`src/design/mrfr_pkg.sv`:
```
package mrfr_pkg;

  localparam int unsigned TIMER_W          = 16;
  localparam int unsigned ADDR_W           = 8;
  localparam int unsigned FRAME_LEN_W      = 9;
  localparam int unsigned BYTE_W           = 8;
  localparam int unsigned CRC_W            = 16;
  localparam int unsigned CFG_IDX_W        = 3;
  localparam int unsigned CFG_DATA_W       = 16;
  localparam int unsigned BUFFER_BYTES_DEF = 256;

  localparam logic [TIMER_W-1:0]     TIMER_MAX       = '1;
  localparam logic [CRC_W-1:0]       CRC_INIT        = 16'hFFFF;
  localparam logic [CRC_W-1:0]       CRC_POLY        = 16'hA001;
  localparam logic [TIMER_W-1:0]     SILENCE_DEF     = 16'd35;
  localparam logic [TIMER_W-1:0]     GAP_DEF         = 16'd15;
  localparam logic [ADDR_W-1:0]      OWN_ADDR_DEF    = 8'd1;
  localparam logic [FRAME_LEN_W-1:0] MIN_LENGTH_DEF  = 9'd4;
  localparam logic [ADDR_W-1:0]      BROADCAST_ADDR  = 8'd0;

  typedef enum logic [2:0] {
    KIND_DATA  = 3'd0,
    KIND_GOOD  = 3'd1,
    KIND_ADDR  = 3'd2,
    KIND_SHORT = 3'd3,
    KIND_CRC   = 3'd4,
    KIND_GAP   = 3'd5,
    KIND_OVER  = 3'd6
  } kind_e;

  typedef enum logic [CFG_IDX_W-1:0] {
    CFG_SILENCE    = 3'd0,
    CFG_GAP        = 3'd1,
    CFG_OWN_ADDR   = 3'd2,
    CFG_MIN_LENGTH = 3'd3
  } cfg_idx_e;

  typedef struct packed {
    logic              mode;
    logic [BYTE_W-1:0] rx_byte;
  } in_item_t;

  typedef struct packed {
    kind_e                  kind;
    logic [BYTE_W-1:0]      data_byte;
    logic [BYTE_W-1:0]      byte_index;
    logic [FRAME_LEN_W-1:0] frame_length;
    logic                   is_broadcast;
  } out_item_t;

  typedef struct packed {
    logic [CFG_IDX_W-1:0]  index;
    logic [CFG_DATA_W-1:0] data;
  } cfg_req_t;

  typedef struct packed {
    logic start;
    logic update;
  } crc_ctrl_t;

  function automatic logic [CRC_W-1:0] crc16_byte(input logic [CRC_W-1:0] crc,
                                                  input logic [BYTE_W-1:0] b);
    logic [CRC_W-1:0] c;
    c = crc ^ {{(CRC_W-BYTE_W){1'b0}}, b};
    for (int i = 0; i < BYTE_W; i++) begin
      if (c[0]) begin
        c = (c >> 1) ^ CRC_POLY;
      end else begin
        c = c >> 1;
      end
    end
    return c;
  endfunction

endpackage

```
`src/design/mrfr_chan_if.sv`:
```
interface mrfr_chan_if #(
  parameter type payload_t = logic
) ();
  logic     valid;
  logic     ready;
  payload_t payload;

  modport source (output valid, output payload, input ready);
  modport sink (input valid, input payload, output ready);
endinterface

```
`src/design/modbus_rtu_frame_receiver.sv`:
```
// Modbus RTU receive framer. Each request on in_i is a timer tick (mode 0) or a received
// UART byte (mode 1); frame bytes stream out on out_o as data results, and each frame
// closes with one verdict (good, wrong address, too short, bad CRC) once t3.5 of silence
// has passed, or earlier with a gap abort. A full buffer drops further bytes with an
// overflow result. One request is taken every clock cycle: it is registered, then resolved
// against the framing state and the CRC-16 register, and its result lands in an output
// register; the rate drops only while out_o is stalled. Configuration writes take effect
// at once and are expected only while the block is idle.
module modbus_rtu_frame_receiver
  import mrfr_pkg::*;
#(
  parameter int unsigned BufferBytes = BUFFER_BYTES_DEF
) (
  input  logic          clk_i,
  input  logic          rst_ni,
  mrfr_chan_if.sink     cfg_i,
  mrfr_chan_if.sink     in_i,
  mrfr_chan_if.source   out_o
);

  localparam int unsigned CntW = $clog2(BufferBytes + 1);

  logic [TIMER_W-1:0]     silence_ticks_q;
  logic [TIMER_W-1:0]     gap_ticks_q;
  logic [ADDR_W-1:0]      own_address_q;
  logic [FRAME_LEN_W-1:0] min_length_q;

  logic                   s1_valid_q;
  in_item_t               s1_q;

  logic [TIMER_W-1:0]     timer_q, timer_d;
  logic                   receiving_q, receiving_d;
  logic [CntW-1:0]        count_q, count_d;
  logic [ADDR_W-1:0]      first_byte_q, first_byte_d;

  logic                   out_valid_q, out_valid_d;
  out_item_t              out_q, out_d;

  logic                   advance;
  logic                   in_ready;
  crc_ctrl_t              crc_ctrl;
  logic [CRC_W-1:0]       crc;
  logic [FRAME_LEN_W-1:0] count_len;
  logic                   bcast;

  assign advance   = !out_valid_q || out_o.ready;
  assign in_ready  = !s1_valid_q || advance;
  assign count_len = FRAME_LEN_W'(count_q);
  assign bcast     = (first_byte_q == BROADCAST_ADDR);

  assign cfg_i.ready   = 1'b1;
  assign in_i.ready    = in_ready;
  assign out_o.valid   = out_valid_q;
  assign out_o.payload = out_q;

  always_ff @(posedge clk_i or negedge rst_ni) begin
    if (!rst_ni) begin
      silence_ticks_q <= SILENCE_DEF;
      gap_ticks_q     <= GAP_DEF;
      own_address_q   <= OWN_ADDR_DEF;
      min_length_q    <= MIN_LENGTH_DEF;
    end else if (cfg_i.valid) begin
      unique case (cfg_i.payload.index)
        CFG_SILENCE:    silence_ticks_q <= cfg_i.payload.data[TIMER_W-1:0];
        CFG_GAP:        gap_ticks_q     <= cfg_i.payload.data[TIMER_W-1:0];
        CFG_OWN_ADDR:   own_address_q   <= cfg_i.payload.data[ADDR_W-1:0];
        CFG_MIN_LENGTH: min_length_q    <= cfg_i.payload.data[FRAME_LEN_W-1:0];
        default: ;
      endcase
    end
  end

  always_ff @(posedge clk_i or negedge rst_ni) begin
    if (!rst_ni) begin
      s1_valid_q <= 1'b0;
    end else if (in_ready) begin
      s1_valid_q <= in_i.valid;
    end
  end

  always_ff @(posedge clk_i) begin
    if (in_ready && in_i.valid) begin
      s1_q <= in_i.payload;
    end
  end

  always_comb begin
    timer_d      = timer_q;
    receiving_d  = receiving_q;
    count_d      = count_q;
    first_byte_d = first_byte_q;
    out_valid_d  = out_valid_q && !out_o.ready;
    out_d        = out_q;
    crc_ctrl     = '0;

    if (s1_valid_q && advance) begin
      out_d = '{kind: KIND_DATA, data_byte: '0, byte_index: '0,
                frame_length: count_len, is_broadcast: bcast};
      if (!s1_q.mode) begin
        if (timer_q <= silence_ticks_q && timer_q != TIMER_MAX) begin
          timer_d = timer_q + TIMER_W'(1);
        end else if (receiving_q) begin
          receiving_d = 1'b0;
          count_d     = '0;
          out_valid_d = 1'b1;
          if (first_byte_q != own_address_q && !bcast) begin
            out_d.kind = KIND_ADDR;
          end else if (count_len < min_length_q) begin
            out_d.kind = KIND_SHORT;
          end else if (crc != '0) begin
            out_d.kind = KIND_CRC;
          end else begin
            out_d.kind = KIND_GOOD;
          end
        end
      end else if (receiving_q) begin
        out_valid_d = 1'b1;
        if (timer_q >= gap_ticks_q) begin
          out_d.kind  = KIND_GAP;
          count_d     = '0;
          receiving_d = 1'b0;
          timer_d     = '0;
        end else if (count_q < CntW'(BufferBytes)) begin
          out_d = '{kind: KIND_DATA, data_byte: s1_q.rx_byte,
                    byte_index: BYTE_W'(count_q), frame_length: '0, is_broadcast: 1'b0};
          count_d         = count_q + CntW'(1);
          crc_ctrl.update = 1'b1;
          timer_d         = '0;
        end else begin
          out_d.kind = KIND_OVER;
        end
      end else if (timer_q >= silence_ticks_q) begin
        receiving_d    = 1'b1;
        first_byte_d   = s1_q.rx_byte;
        count_d        = CntW'(1);
        crc_ctrl.start = 1'b1;
        timer_d        = '0;
        out_valid_d    = 1'b1;
        out_d = '{kind: KIND_DATA, data_byte: s1_q.rx_byte, byte_index: '0,
                  frame_length: '0, is_broadcast: 1'b0};
      end
    end
  end

  always_ff @(posedge clk_i or negedge rst_ni) begin
    if (!rst_ni) begin
      timer_q      <= '0;
      receiving_q  <= 1'b0;
      count_q      <= '0;
      first_byte_q <= '0;
      out_valid_q  <= 1'b0;
    end else begin
      timer_q      <= timer_d;
      receiving_q  <= receiving_d;
      count_q      <= count_d;
      first_byte_q <= first_byte_d;
      out_valid_q  <= out_valid_d;
    end
  end

  always_ff @(posedge clk_i) begin
    out_q <= out_d;
  end

  mrfr_crc u_crc (
    .clk_i  (clk_i),
    .rst_ni (rst_ni),
    .ctrl_i (crc_ctrl),
    .data_i (s1_q.rx_byte),
    .crc_o  (crc)
  );

  a_open_count: assert property (@(posedge clk_i) disable iff (!rst_ni)
    receiving_q == (count_q != '0))
    else $error("frame open flag and byte count disagree");

  a_count_bound: assert property (@(posedge clk_i) disable iff (!rst_ni)
    count_q <= CntW'(BufferBytes))
    else $error("byte count beyond buffer size");

  a_data_open: assert property (@(posedge clk_i) disable iff (!rst_ni)
    out_valid_q && out_q.kind == KIND_DATA |-> receiving_q)
    else $error("data result without an open frame");

  a_gap_reset: assert property (@(posedge clk_i) disable iff (!rst_ni)
    out_valid_q && out_q.kind == KIND_GAP |-> !receiving_q && timer_q == '0)
    else $error("gap abort left frame state behind");

  a_crc_one_op: assert property (@(posedge clk_i) disable iff (!rst_ni)
    !(crc_ctrl.start && crc_ctrl.update))
    else $error("crc start and update together");

endmodule

```
`src/design/mrfr_crc.sv`:
```
module mrfr_crc
  import mrfr_pkg::*;
(
  input  logic              clk_i,
  input  logic              rst_ni,
  input  crc_ctrl_t         ctrl_i,
  input  logic [BYTE_W-1:0] data_i,
  output logic [CRC_W-1:0]  crc_o
);

  logic [CRC_W-1:0] crc_q;
  logic [CRC_W-1:0] crc_d;

  always_comb begin
    crc_d = crc_q;
    if (ctrl_i.start) begin
      crc_d = crc16_byte(CRC_INIT, data_i);
    end else if (ctrl_i.update) begin
      crc_d = crc16_byte(crc_q, data_i);
    end
  end

  always_ff @(posedge clk_i or negedge rst_ni) begin
    if (!rst_ni) begin
      crc_q <= CRC_INIT;
    end else begin
      crc_q <= crc_d;
    end
  end

  assign crc_o = crc_q;

endmodule

```
`src/flat_wrapper.sv`:
```
// flat-port wrapper written by rule: the top's interface ports become plain ports
module modbus_rtu_frame_receiver_flat import mrfr_pkg::*;
#(
  parameter int unsigned BufferBytes = BUFFER_BYTES_DEF
)
  (clk_i, rst_ni, cfg_i_valid, cfg_i_payload, cfg_i_ready, in_i_valid, in_i_payload, in_i_ready, out_o_valid, out_o_payload, out_o_ready);
  mrfr_chan_if #(.payload_t(cfg_req_t)) cfg_i_i ();
  mrfr_chan_if #(.payload_t(in_item_t)) in_i_i ();
  mrfr_chan_if #(.payload_t(out_item_t)) out_o_i ();
  input  logic clk_i;
  input  logic rst_ni;
  input wire logic [$bits(cfg_i_i.valid)-1:0] cfg_i_valid;
  input wire logic [$bits(cfg_i_i.payload)-1:0] cfg_i_payload;
  output wire logic [$bits(cfg_i_i.ready)-1:0] cfg_i_ready;
  input wire logic [$bits(in_i_i.valid)-1:0] in_i_valid;
  input wire logic [$bits(in_i_i.payload)-1:0] in_i_payload;
  output wire logic [$bits(in_i_i.ready)-1:0] in_i_ready;
  output wire logic [$bits(out_o_i.valid)-1:0] out_o_valid;
  output wire logic [$bits(out_o_i.payload)-1:0] out_o_payload;
  input wire logic [$bits(out_o_i.ready)-1:0] out_o_ready;
  assign cfg_i_i.valid = cfg_i_valid;
  assign cfg_i_i.payload = cfg_i_payload;
  assign cfg_i_ready = cfg_i_i.ready;
  assign in_i_i.valid = in_i_valid;
  assign in_i_i.payload = in_i_payload;
  assign in_i_ready = in_i_i.ready;
  assign out_o_valid = out_o_i.valid;
  assign out_o_payload = out_o_i.payload;
  assign out_o_i.ready = out_o_ready;
  modbus_rtu_frame_receiver #(.BufferBytes(BufferBytes)) u_core (.clk_i(clk_i), .rst_ni(rst_ni), .cfg_i(cfg_i_i), .in_i(in_i_i), .out_o(out_o_i));
endmodule
```
`config.mk`:
```
export PLATFORM = sky130hd
export DESIGN_NAME = modbus_rtu_frame_receiver_flat
export DESIGN_NICKNAME = d
export VERILOG_FILES = /design/src/design/mrfr_pkg.sv /design/src/design/mrfr_chan_if.sv /design/src/design/modbus_rtu_frame_receiver.sv /design/src/design/mrfr_crc.sv /design/src/flat_wrapper.sv
export SDC_FILE = /design/constraint.sdc
export NUM_CORES = 1
export LEC_CHECK = 0
export BUFFER_PORTS_ARGS = -buffer_cell sky130_fd_sc_hd__buf_2
export CORE_ASPECT_RATIO = 0.7
export CORE_UTILIZATION = 45
export DETAILED_ROUTE_END_ITERATION = 12
export HOLD_SLACK_MARGIN = 0.06
export SLEW_MARGIN = 20
export SYNTH_ARGS = -nofsm -noshare
export SYNTH_HDL_FRONTEND = slang
export SYNTH_SLANG_ARGS = --single-unit
export TNS_END_PERCENT = 10
```
`constraint.sdc`:
```
create_clock -name clk_i -period 3.9 [get_ports clk_i]
set_input_delay 0.39 -clock clk_i [delete_from_list [all_inputs] [get_ports clk_i]]
set_output_delay 0.39 -clock clk_i [all_outputs]
set_load 0.005 [all_outputs]
```
==> impl_metrics.json <==
{
  "route.detailed.wl_per_inst_um": 17.1,
  "insertion_delay_ns": 0.43,
  "drive_above_1_share": 0.233,
  "die_w_um": 153,
  "slew_viol_final": 0,
  "layout_min_cycle_time_ns": 3.27,
  "dr.pass1.iters": 5,
  "cts_tree": "yes",
  "powerDensity_mw_per_mm2": 484,
  "cts_root_buf": "clkbuf_16",
  "grt-ovfl-total": 0,
  "rsz0062_at_grt": "no",
  "netlist_area_mm2": 0.00721,
  "clkTransAtPathRegs_ns": 0.06,
  "synthesis.nets": 750,
  "grt_pass1_wl_mm": 26.8,
  "fin_ws_ns": 0.634,
  "hpwl_mm": 12.0,
  "dp_slack_ns": 0.628,
  "status": "complete, but fails checks",
  "clk_path_buf_depth": 2,
  "finalSetupViolations": 0,
  "cts_resized": 0,
  "ys.flop_type": "dfrtp_1",
  "final_common_cell": "dfrtp_1",
  "core.rowCount": 38,
  "hold_viol": 4,
  "synth_edf_count": 38,
  "finClkSkew_ns": 0.0109,
  "grt_max_degree": 80,
  "synth.distinct_cells": 59,
  "routed_wl_mm": 16.4,
  "area_growth_syn_to_layout_pct": 15.6,
  "async_flop_share": 0.727,
  "dpl_cell_area_mm2": 0.00775,
  "drv_cap": 0,
  "final_cell_mix": "dfrtp_1, nand2_1, buf_2",
  "startpoint_type": "flip-flop",
  "die_area_mm2": 0.0165,
  "num_antenna_cells": 0,
  "synth_top_area_cell": "dfrtp_1",
  "worst-path-max-fanout": 17,
  "gp_congestion": 0.839,
  "timing.final.crit_share": 0.837,
  "total_leakage_power_nw": 3.71,
  "syn_inst": 675,
  "track_usage": 0.213,
  "cp_cell_sequence": "inv_1 -> ha_1 -> nand2b_4 -> a2111oi_4 -> nor3_2 -> o311ai_4 -> a21oi_1 -> buf_4 -> nor2_2 -> buf_4 -> nor2_1 -> a21oi_1",
  "core_area_mm2": 0.0156,
  "ys_ff_latch": 139,
  "start_util": 0.462,
  "cp.required_ns": 4.26,
  "critPathMaxStageDelay_ns": 0.52,
  "cts_max_level": 4,
  "ys_seq_area_frac": 0.513,
  "route.detailed.drc": 0,
  "worst_pin_slew_ns": 0.772,
  "drtAntennaViolNets": 0,
  "post_cts_buffers": 0,
  "antenna_found_initial": 0,
  "final_nets": 818,
  "fin_setup_tns_ns": 0,
  "die_h_um": 108,
  "hold_buffers": 0,
  "cts_inserted_buffers": 17,
  "fmax_mhz": 306,
  "slew_headroom": 0.486,
  "via_per_inst": 5.39,
  "final_area_mm2": 0.00833,
  "cts_sinks": 139,
  "min_path_type": "in2async",
  "avgSynthCellArea_um2": 10.7,
  "drtIter0Drc": 423,
  "cp.arrival_ns": 3.62,
  "grt_pass1_vias": 5007,
  "synthTopCellsByArea": "dfrtp_1, edfxtp_1, dfstp_2, ha_1, mux2_2",
  "crit_slowest_cell": "o311ai_4",
  "yosys_warnings": 0,
  "ir_drop_uv": 283,
  "end_kind": "flip-flop",
  "portBuffers": 63,
  "vias": 5151,
  "worst_hold_slack_ns": -0.00522,
  "ioPinCount": 65,
  "violations": "hold timing",
  "yosys.area.top_type_share": 0.264,
  "criticalPathCategory": "reg2reg"
}
[where the power goes]
group	leakage (nW)	switching (W)	internal, W	total, W
combinational	1.81	0.000372	0.000306	0.000678
sequential	1.62	0.000103	0.00168	0.00178
clock	0.276	0.000682	0.000899	0.00158
[logic make-up after synthesis]
| kind of cell | synth area share |
|---|---|
| buf+inv | 0.0363 |
| flops | 0.513 |
| other cells | 0.000520 |
| compound gates | 0.113 |
| xor+xnor | 0.0534 |
| simple gates | 0.152 |
| mux | 0.0588 |
| fa+ha+maj | 0.0729 |
[through the flow]
stage                     instances   util  power, W
after floorplan                 675      -   0.00226
after global placement          924  0.497   0.00246
after detailed placement        924  0.497   0.00248
after CTS                       956  0.534   0.00407
after global routing            956  0.534   0.00424
final                           956  0.534   0.00404
[final cells by class]
cell class              instances  area, um2
clock inverters                15        154
inverters                      44        165
clock buffers                  17        425
flip-flops and latches        139       3700
repair buffers                 71        382
multi-input cells             470       3260
well taps                     200        250
fillers                      1350       7260
[worst paths after layout]
| kind | start | to | slack (ns) | cells past startpoint |
|---|---|---|---|---|
| max | u_core.timer_q[0] | u_core.u_crc.crc_o[7] | 0.63 | 12 |
| min | rst_ni | u_core.count_len[7] | -0.005 | 1 |
| max reg2reg | u_core.timer_q[0] | u_core.u_crc.crc_o[7] | 0.63 | 12 |
| min reg2reg | u_core.min_length_q[8] | u_core.min_length_q[8] | 0.50 | 1 |
| max in group asynchronous | rst_ni | u_core.silence_ticks_q[1] | 3.01 | 2 |
| min in group clk_i | in_i_payload[3] | u_core.s1_q[3] | 0.14 | 1 |
[cells in the mapped netlist (2+ instances only)]
master and n:
xor2_1 18, a31o_2 2, edfxtp_1 38, o21ai_0 58
nand4_1 14, inv_1 43, and2_1 10, mux2i_1 3
nor3_1 10, a21oi_1 39, or4_1 5, buf_4 3
nor2_1 27, nand3_1 12, nor4_1 9, and4_1 3
dfstp_2 25, nand2b_1 5, buf_2 2, a31oi_1 3
or3_1 11, and3_1 14, nand2_1 70, o211ai_1 4
o31ai_1 2, a22o_1 2, xnor2_1 26, dfrtp_1 76
mux2_2 35, nand3b_1 2, o21a_1 2, clkbuf_1 17
ha_1 42, nor2b_1 14, a21o_1 5
[metal layers]
layer / track usage / wire length, um
met5: 0 / 0
met4: 0.0786 / 215
met3: 0.0491 / 933
met2: 0.290 / 6510
met1: 0.325 / 8700
[registers in the layout, summed over array words and instances (netlist names), 8 cells and up]
register                flops
u_core.gap_ticks_q         16
u_core.first_byte_q         8
u_core.timer_q             16
u_core.silence_ticks_q     16
u_core.s1_q                 9
u_core.own_address_q        8
u_core.min_length_q         9
u_core.count_len            9
u_core.out_o.payload       29
u_core.u_crc.crc_o         16
[critical path: cells and delay by family, from the launching register on]
kind | cells | cell delay (ns)
DFF | 1 | 0.47
and+or+nand+nor | 4 | 0.71
adders and majority gates | 1 | 0.30
buffers and inverters | 3 | 0.61
AOI/OAI and AO/OA | 4 | 1.12
No activity file was read; power rests on OpenSTA's default activity.
